<file path="config.mk">
export PLATFORM = sky130hd
export DESIGN_NAME = bitmap_multilevel_priority_queue
export DESIGN_NICKNAME = d
export VERILOG_FILES = /design/src/hdl/bmpq_pkg.sv /design/src/hdl/bmpq_ram.sv /design/src/hdl/bmpq_ffs.sv /design/src/hdl/bitmap_multilevel_priority_queue.sv
export SDC_FILE = /design/constraint.sdc
export NUM_CORES = 2
export LEC_CHECK = 0
export ABC_CLOCK_PERIOD_IN_PS = 8350
export BUFFER_PORTS_ARGS = -buffer_cell sky130_fd_sc_hd__buf_2
export CORE_MARGIN = 2
export CORE_UTILIZATION = 30
export CTS_BUF_LIST = sky130_fd_sc_hd__clkbuf_8
export DETAILED_ROUTE_END_ITERATION = 10
export PLACE_DENSITY = 0.53
export SLEW_MARGIN = 20
export SYNTH_ARGS = -nofsm -noshare
export SYNTH_HDL_FRONTEND = slang
export SYNTH_HIERARCHICAL = 1
export SYNTH_MEMORY_MAX_BITS = 65536
export SYNTH_SLANG_ARGS = --single-unit
export TNS_END_PERCENT = 50
</file>
<file path="constraint.sdc">
create_clock -name clk -period 8.35 [get_ports clk]
set_clock_uncertainty 0.1 [all_clocks]
set_input_delay 0.835 -clock clk [delete_from_list [all_inputs] [get_ports clk]]
set_output_delay 0.835 -clock clk [all_outputs]
set_load 0.02 [all_outputs]
</file>
<file path="src/hdl/bmpq_pkg.sv">
package bmpq_pkg;

  localparam int OP_W     = 1;
  localparam int LEVEL_W  = 5;
  localparam int TASK_W   = 16;
  localparam int STATUS_W = 2;

  localparam int S_TDATA_W = 24;
  localparam int M_TDATA_W = 24;

  typedef logic [STATUS_W-1:0] status_t;

  localparam status_t ST_OK        = 2'd0;
  localparam status_t ST_FULL      = 2'd1;
  localparam status_t ST_BAD_LEVEL = 2'd2;
  localparam status_t ST_IDLE      = 2'd3;

  localparam logic OP_PUSH = 1'b0;
  localparam logic OP_POP  = 1'b1;

endpackage

</file>
<file path="src/hdl/bmpq_ram.sv">
module bmpq_ram #(
  parameter int WIDTH = 16,
  parameter int DEPTH = 256
) (
  input  logic                     clk,
  input  logic                     we,
  input  logic [$clog2(DEPTH)-1:0] waddr,
  input  logic [WIDTH-1:0]         wdata,
  input  logic                     re,
  input  logic [$clog2(DEPTH)-1:0] raddr,
  output logic [WIDTH-1:0]         rdata
);

  logic [WIDTH-1:0] mem [DEPTH];

  always_ff @(posedge clk) begin
    if (we) begin
      mem[waddr] <= wdata;
    end
    if (re) begin
      rdata <= mem[raddr];
    end
  end

endmodule

</file>
<file path="src/hdl/bmpq_ffs.sv">
module bmpq_ffs #(
  parameter int N = 32
) (
  input  logic [N-1:0]         map,
  output logic                 found,
  output logic [$clog2(N)-1:0] idx
);

  logic [N-1:0] lowest;

  // isolate the lowest set bit, then encode the one-hot result
  assign lowest = map & (~map + N'(1));
  assign found  = |map;

  always_comb begin
    idx = '0;
    for (int i = 0; i < N; i++) begin
      if (lowest[i]) begin
        idx = idx | ($clog2(N))'(i);
      end
    end
  end

endmodule

</file>
<file path="src/hdl/bitmap_multilevel_priority_queue.sv">
// a result is registered and appears in the cycle after its input transaction is accepted
// throughput: one push or pop per cycle while the output side takes results
// the rate is set by the single result register and the registered read of the handle store
// reset (synchronous, active high) empties every level and clears the bitmap
// and the result valid flag; handle store contents are left as they are
module bitmap_multilevel_priority_queue
  import bmpq_pkg::*;
#(
  parameter int NUM_LEVELS  = 32,
  parameter int LEVEL_DEPTH = 8,
  parameter int ID_WIDTH    = 16
) (
  input  logic                 clk,
  input  logic                 rst,
  input  logic                 s_tvalid,
  output logic                 s_tready,
  input  logic [S_TDATA_W-1:0] s_tdata,  // op, task_level, task_id
  output logic                 m_tvalid,
  input  logic                 m_tready,
  output logic [M_TDATA_W-1:0] m_tdata   // status, out_task_id, served_level
);

  localparam int LW  = $clog2(NUM_LEVELS);
  localparam int HW  = (LEVEL_DEPTH > 1) ? $clog2(LEVEL_DEPTH) : 1;
  localparam int CW  = $clog2(LEVEL_DEPTH + 1);
  localparam int MEM_DEPTH = NUM_LEVELS * LEVEL_DEPTH;
  localparam int AW  = $clog2(MEM_DEPTH);

  logic [HW-1:0]         head  [NUM_LEVELS];
  logic [CW-1:0]         count [NUM_LEVELS];
  logic [NUM_LEVELS-1:0] map;

  logic                  valid1;
  status_t               status1;
  logic [LEVEL_W-1:0]    served1;
  logic                  pop_ok1;

  logic                  in_op;
  logic [LEVEL_W-1:0]    in_level;
  logic [TASK_W-1:0]     in_id;
  logic                  acc;
  logic                  found;
  logic [LW-1:0]         pop_lvl;
  logic [LW-1:0]         sel_lvl;
  logic [HW-1:0]         sel_head;
  logic [CW-1:0]         sel_count;
  logic                  level_ok;
  logic                  full;
  logic                  push_ok;
  logic                  pop_ok;
  logic [CW:0]           slot_sum;
  logic [HW-1:0]         slot;
  logic [HW-1:0]         head_inc;
  logic [HW-1:0]         ram_slot;
  logic [AW-1:0]         addr;
  status_t               status_next;
  logic [LEVEL_W-1:0]    served_next;
  logic [63:0]           id_wide;
  logic [ID_WIDTH-1:0]   wdata;
  logic [ID_WIDTH-1:0]   rdata;
  logic [63:0]           rd_wide;
  logic [TASK_W-1:0]     out_id;

  assign in_op    = s_tdata[0];
  assign in_level = s_tdata[OP_W +: LEVEL_W];
  assign in_id    = s_tdata[OP_W + LEVEL_W +: TASK_W];

  assign s_tready = !valid1 || m_tready;
  assign acc      = s_tvalid && s_tready;

  bmpq_ffs #(
    .N (NUM_LEVELS)
  ) u_ffs (
    .map   (map),
    .found (found),
    .idx   (pop_lvl)
  );

  always_comb begin
    sel_lvl   = (in_op == OP_POP) ? pop_lvl : LW'(in_level);
    sel_head  = head[sel_lvl];
    sel_count = count[sel_lvl];
    level_ok  = (in_level != '0) && (32'(in_level) < NUM_LEVELS);
    full      = (sel_count == CW'(LEVEL_DEPTH));
    push_ok   = (in_op == OP_PUSH) && level_ok && !full;
    pop_ok    = (in_op == OP_POP) && found;

    slot_sum = (CW + 1)'(sel_head) + (CW + 1)'(sel_count);
    if (32'(slot_sum) >= LEVEL_DEPTH) begin
      slot = HW'(32'(slot_sum) - LEVEL_DEPTH);
    end else begin
      slot = HW'(slot_sum);
    end

    if (32'(sel_head) + 1 >= LEVEL_DEPTH) begin
      head_inc = '0;
    end else begin
      head_inc = sel_head + HW'(1);
    end

    ram_slot = (in_op == OP_POP) ? sel_head : slot;
    addr     = AW'(32'(sel_lvl) * LEVEL_DEPTH + 32'(ram_slot));

    if (in_op == OP_PUSH) begin
      if (!level_ok) begin
        status_next = ST_BAD_LEVEL;
      end else if (full) begin
        status_next = ST_FULL;
      end else begin
        status_next = ST_OK;
      end
    end else begin
      status_next = found ? ST_OK : ST_IDLE;
    end
    served_next = pop_ok ? LEVEL_W'(pop_lvl) : '0;

    id_wide = 64'(in_id);
    wdata   = id_wide[ID_WIDTH-1:0];
  end

  bmpq_ram #(
    .WIDTH (ID_WIDTH),
    .DEPTH (MEM_DEPTH)
  ) u_store (
    .clk   (clk),
    .we    (acc && push_ok),
    .waddr (addr),
    .wdata (wdata),
    .re    (acc && pop_ok),
    .raddr (addr),
    .rdata (rdata)
  );

  // level bookkeeping
  always_ff @(posedge clk) begin
    if (rst) begin
      map <= '0;
      for (int i = 0; i < NUM_LEVELS; i++) begin
        head[i]  <= '0;
        count[i] <= '0;
      end
    end else if (acc) begin
      if (push_ok) begin
        count[sel_lvl] <= sel_count + CW'(1);
        map[sel_lvl]   <= 1'b1;
      end else if (pop_ok) begin
        head[sel_lvl]  <= head_inc;
        count[sel_lvl] <= sel_count - CW'(1);
        if (sel_count == CW'(1)) begin
          map[sel_lvl] <= 1'b0;
        end
      end
    end
  end

  // result register
  always_ff @(posedge clk) begin
    if (rst) begin
      valid1 <= 1'b0;
    end else if (acc) begin
      valid1 <= 1'b1;
    end else if (m_tready) begin
      valid1 <= 1'b0;
    end
  end

  always_ff @(posedge clk) begin
    if (acc) begin
      status1 <= status_next;
      served1 <= served_next;
      pop_ok1 <= pop_ok;
    end
  end

  assign rd_wide  = 64'(rdata);
  assign out_id   = pop_ok1 ? rd_wide[TASK_W-1:0] : '0;
  assign m_tvalid = valid1;
  assign m_tdata  = {1'b0, served1, out_id, status1};

endmodule
</file>
==> After elaboration in Yosys (flattened, before gate mapping) <==
Memory sizes are Yosys's and may differ from the RTL's. A register that Yosys moved wholly into a read port is not among the register bits.
Cells that the tools add are included.
{ "word_totals": {"mem_bits_rw": 4320, "word_cells": 132, "n_memories": 3, "reg_bits": 41} }
{ "classes": {"reduce_logical": 19, "add_sub_neg": 8, "mux": 84, "eq_ne": 2, "bitwise": 7, "order_cmp": 4} }
{ "memory_table": {"columns": ["name", "words", "word_bits", "rd", "rd_ports_with_merged_regs", "wr", "line", "source"], "rows": [
  ["u_store.mem", 256, 16, 1, 1, 1, "bmpq_ram.sv:14", "logic [WIDTH-1:0] mem [DEPTH];"],
  ["count", 32, 4, 1, 0, 32, "bitmap_multilevel_priority_queue.sv:30", "logic [CW-1:0] count [NUM_LEVELS];"],
  ["head", 32, 3, 1, 0, 32, "bitmap_multilevel_priority_queue.sv:29", "logic [HW-1:0] head [NUM_LEVELS];"]
]} }
{ "ops": {"columns": ["op", "n"], "rows": [
  ["$mux 32", 14],
  ["$mux 5", 19],
  ["$and 32x32->32", 2],
  ["$not 32->32", 2],
  ["$mux 4", 10],
  ["$add 32x1->32 const B", 1],
  ["$or 32x32->32", 1],
  ["$reduce_or 32->1", 1],
  ["$mux 3", 8],
  ["$mux 1", 23],
  ["$mux 16", 1],
  ["$mux 2", 8],
  ["$reduce_bool 3->1", 3],
  ["$add 8x3->8", 1],
  ["$logic_and 1x1->1", 7],
  ["$lt 5x6->1 const B", 1],
  ["$add 3x4->5", 1],
  ["$demux 1 s5", 1],
  ["$ge 5x1->1 const B", 1],
  ["$ge 5x4->1 const B", 1],
  ["$reduce_bool 5->1", 1],
  ["$add 3x1->4 const B", 1],
  ["$add 4x1->4 const B", 1],
  ["$eq 4x1->1 const B", 1],
  ["other kinds (13)", 14]
]} }

==> Depth between registers and ports, before layout <==
{ "logic_depth": {"depth_word": 55, "ltp_mapped": 32} }

==> By module <==
Netlist, hierarchy kept.
{ "by_module_without_submodules": {"columns": ["mod", "cells_per_inst", "area_per_inst_um2", "seq_area_each_um2", "instances"], "rows": [
  ["bmpq_ram", 7360, 158874.9, 123478.4, 1],
  ["bitmap_multilevel_priority_queue", 1095, 13147.6, 7627.3, 1],
  ["bmpq_ffs", 88, 581.8, 0.0, 1]
]} }

==> Least setup slack after synthesis <==
No wires, ideal clock.
{ "synth_timing": {"path_type": "register -> register", "start": "reg (tool-made name)", "end": "mem u_store.mem[103][0], enable pin", "t_required_ns": 7.862, "setup_time_ns": 0.388, "synth_period_minus_slack_ns": 6.517, "path_stages_with_launch": 27, "slack_ns": 1.833, "arrival_ns": 6.029, "path_cell_list": "dfxtp_1 > or4_4 > nor4b_2 > nand2_1 > a21bo_1 > nand4b_1 > mux2i_4 > inv_2 > buf_6 > buf_6 > buf_4 > buf_4 > buf_2 > mux4_2 > a22oi_1 > and3_1 > o21ai_0 > fa_1 > xnor2_1 > nor2_1 > xor2_1 > clkbuf_1 > nor2b_1 > clkbuf_1 > nand4_1 > clkbuf_1 > nor2_1"} }
{ "synth_lines": {"columns": ["item", "line"], "rows": [
  ["end: declaration", "bmpq_ram.sv:14"]
]} }

==> impl_metrics.csv <==
group,metric,value,unit
global_routing,grt_use_total,15.8,%
sta,period_minus_slack,8030,ps
global_routing,grt_max_degree,157,
floorplan,dieArea,581000,um2
synth,syn-num-nets,8577,
clock_network,clk_latency,1260,ps
synth,synth_area_leader_cell,"edfxtp_1",
floorplan,start_util,30.1,%
floorplan,row_count,278,
synth,synth_seq_cells,4377,
synth,synthTopCellsByArea,"edfxtp_1 76%, mux4_2 11%, mux2i_1 3.6%",
floorplan,die_h,763,um
synth,async_flop_share,0,%
layout,syn_to_final_growth,14.9,%
sta,slew_headroom,17.1,%
setup_path,required,9270,ps
setup_path,cp.arrival,8960,ps
routing,wl,479000,um
sta,finalSetupViolations,0,
layout,drive_above_1_share,26.4,%
global_routing,grt.overflow.total,0,
layout,layout.nets,9430,
synth,syn_avg_cell_area,20.2,um2
floorplan,io-pin-count,54,
worst_hold_path,min-delay-path-class,"in2reg",
routing,via_per_inst,5.14,
setup_path,crit_type,"reg2reg",
layout,fill_cells,53500,
setup_path,end_kind,"register",
clock_network,clockRootBuffer,"clkbuf_8",
clock_network,cts_tree,"done",
setup_path,cp-start-kind,"register",
synth,syn_inst,8543,
sta,setup_ws,316,ps
placement,dpl_worst_slack,-72.9,ps
layout,final_cell_mix,"4,344 x edfxtp_1, 825 x mux4_2, 718 x clkbuf_8",
synth,syn-cell-area,173000,um2
placement,gp_congestion,0.901,
floorplan,die_w,763,um
routing,vias,90100,
synth,ys_types,95,
outcome,status,"finished, final reports clean",
routing,drc,0,
clock_network,clock_path_buffers,4,
clock_network,cts_htree_levels,6,
floorplan,core_area,573000,um2
routing,drt-pass1-iter-count,6,
synth,yosysWarnings,6,
synth,synth_ff_type,"edfxtp_1",
sta,rsz0062_at_grt,"no",
setup_path,worstPathMaxFanout,70,
sta,drv_slew,0,
synth,synth_sequential_area_ratio,76.0,%
routing,ant_nets,0,
routing,drt_iter0_drc,10700,
global_routing,grt_pass1_wl,671000,um
clock_network,path_clk_slew,70,ps
global_routing,grt_pass1_vias,90800,
placement,port-buffer-count,50,
routing,wl_per_cell,27.3,um
synth,synth_edf_count,4344,
sta,hold_violations,0,
global_routing,antenna_found_initial,29,
placement,dp_hpwl,287000,um
clock_network,cts.sinks,4377,
sta,final.period_utilization,96.2,%
layout,mostFrequentLayoutCell,"edfxtp_1",
clock_network,cts_inserted_buffers,714,
sta,fmax,124,MHz
sta,hold_slack,104,ps
run,drv_cap,0,
synth,synth_top_area_share,75.6,%
layout,final_util,34.6,%
sta,tightest_slew,1240,ps
## per-layer routing
metal	vias up	global-route usage, %	routed length, um
met3	702	2.91	36100
met4	6	4.96	14900
met1	48000	22.2	205000
li1	37600	-	-
met5	-	0	41
met2	3750	25.1	223000
## registers in the layout, summed over array words and instances (netlist names), named ones only
register,cells
u_store/mem,4096
count,128
head,96
u_store/rdata,16
served1,5
status1,2
m_tvalid,1
pop_ok1,1
## Yosys cell counts (19+ instances only)
cell type and count:
a211oi_1 22, a21oi_1 216, a221oi_1 30, a22o_1 34
a22oi_1 52, and2_1 20, and3_1 19, buf_1 29
buf_2 104, buf_4 32, buf_6 83, clkbuf_1 276
dfxtp_1 33, edfxtp_1 4344, mux2_2 94, mux2i_1 628
mux4_2 825, nand2_1 99, nand2b_1 59, nand3_1 49
nand4_1 27, nor2_1 501, nor3_1 131, nor4_1 24
o21ai_0 51, o21bai_1 67, o221ai_1 276, o22ai_1 163
o32ai_1 25, or2_2 31
## critical path: stages, from the launching register on
cell      delay [ps]
dfxtp_1          520
nor4_4           110
nand4_2          130
nor3_4            70
buf_4            160
buf_4            120
a221oi_1         300
nand4b_1         240
mux2i_4          290
clkinv_8         360
mux4_2           450
a22o_1           330
a221oi_1         300
o21ai_1          250
fa_1             480
xnor2_1          140
nor2_1           280
xor2_4           220
buf_4            220
or2_2            440
o221ai_1         420
a21oi_1          140
o31ai_1          850
o32ai_1          180
buf_4            240
nor4_1           360
## through the flow
stage	instance area (um2)	setup TNS (ps)	std cells
floorplan	173000	0	8543
global placement	185000	-46.1	16200
detailed placement	185000	-72.9	16200
CTS	198000	0	17500
global route	198000	0	17500
finish	198000	0	17500
## final timing paths
path                    start                            to  slack, ps  cells after the start
hold reg to reg      register                      register        420                      2
hold / removal    s_tdata[13]  u_store/mem[27][7]$_DFFE_PP_        100                      1
setup / recovery     register    u_store/rdata[5]$_DFFE_PP_        320                     25
setup reg to reg     register    u_store/rdata[5]$_DFFE_PP_        320                     25
## cells by family after synthesis
logic type                 Yosys count  share of synthesized area, %
xor gates and xnor gates             3                        0.0152
adders and majority gates            6                        0.0478
muxes                             1549                          15.0
buffers and inverters              563                          1.86
AOI/OAI and AO/OA                 1018                          4.25
other                                1                       0.00217
and+or+nand+nor                   1026                          2.82
DFF                               4377                          76.0
## area by class of cell
type / count / area (um2) / area share, %
inverter: 22 / 118 / 0.0593
sequential: 4377 / 131000 / 66.1
antenna: 11 / 27.5 / 0.0139
tap: 7560 / 9460 / 4.77
clock inverter: 542 / 3020 / 1.52
timing repair buffer: 676 / 5920 / 2.98
clock buffer: 718 / 9880 / 4.98
multi-input combinational: 3605 / 38800 / 19.6
## repair_timing
| action | in CTS | in global routing |
|---|---|---|
| resized for setup | 2 | 16 |
| setup endpoints to repair | 1 | 82 |
| hold buffers | 18 | 0 |
| pin swaps | 0 | 2 |
| buffers inserted | 0 | 9 |
| gates cloned | 0 | 4 |
| endpoints found under the hold margin | 677 | 0 |
Power is left out: the tool's default activity adds up to more than one toggle a clock period on the data nets, which glitch-free logic cannot reach.
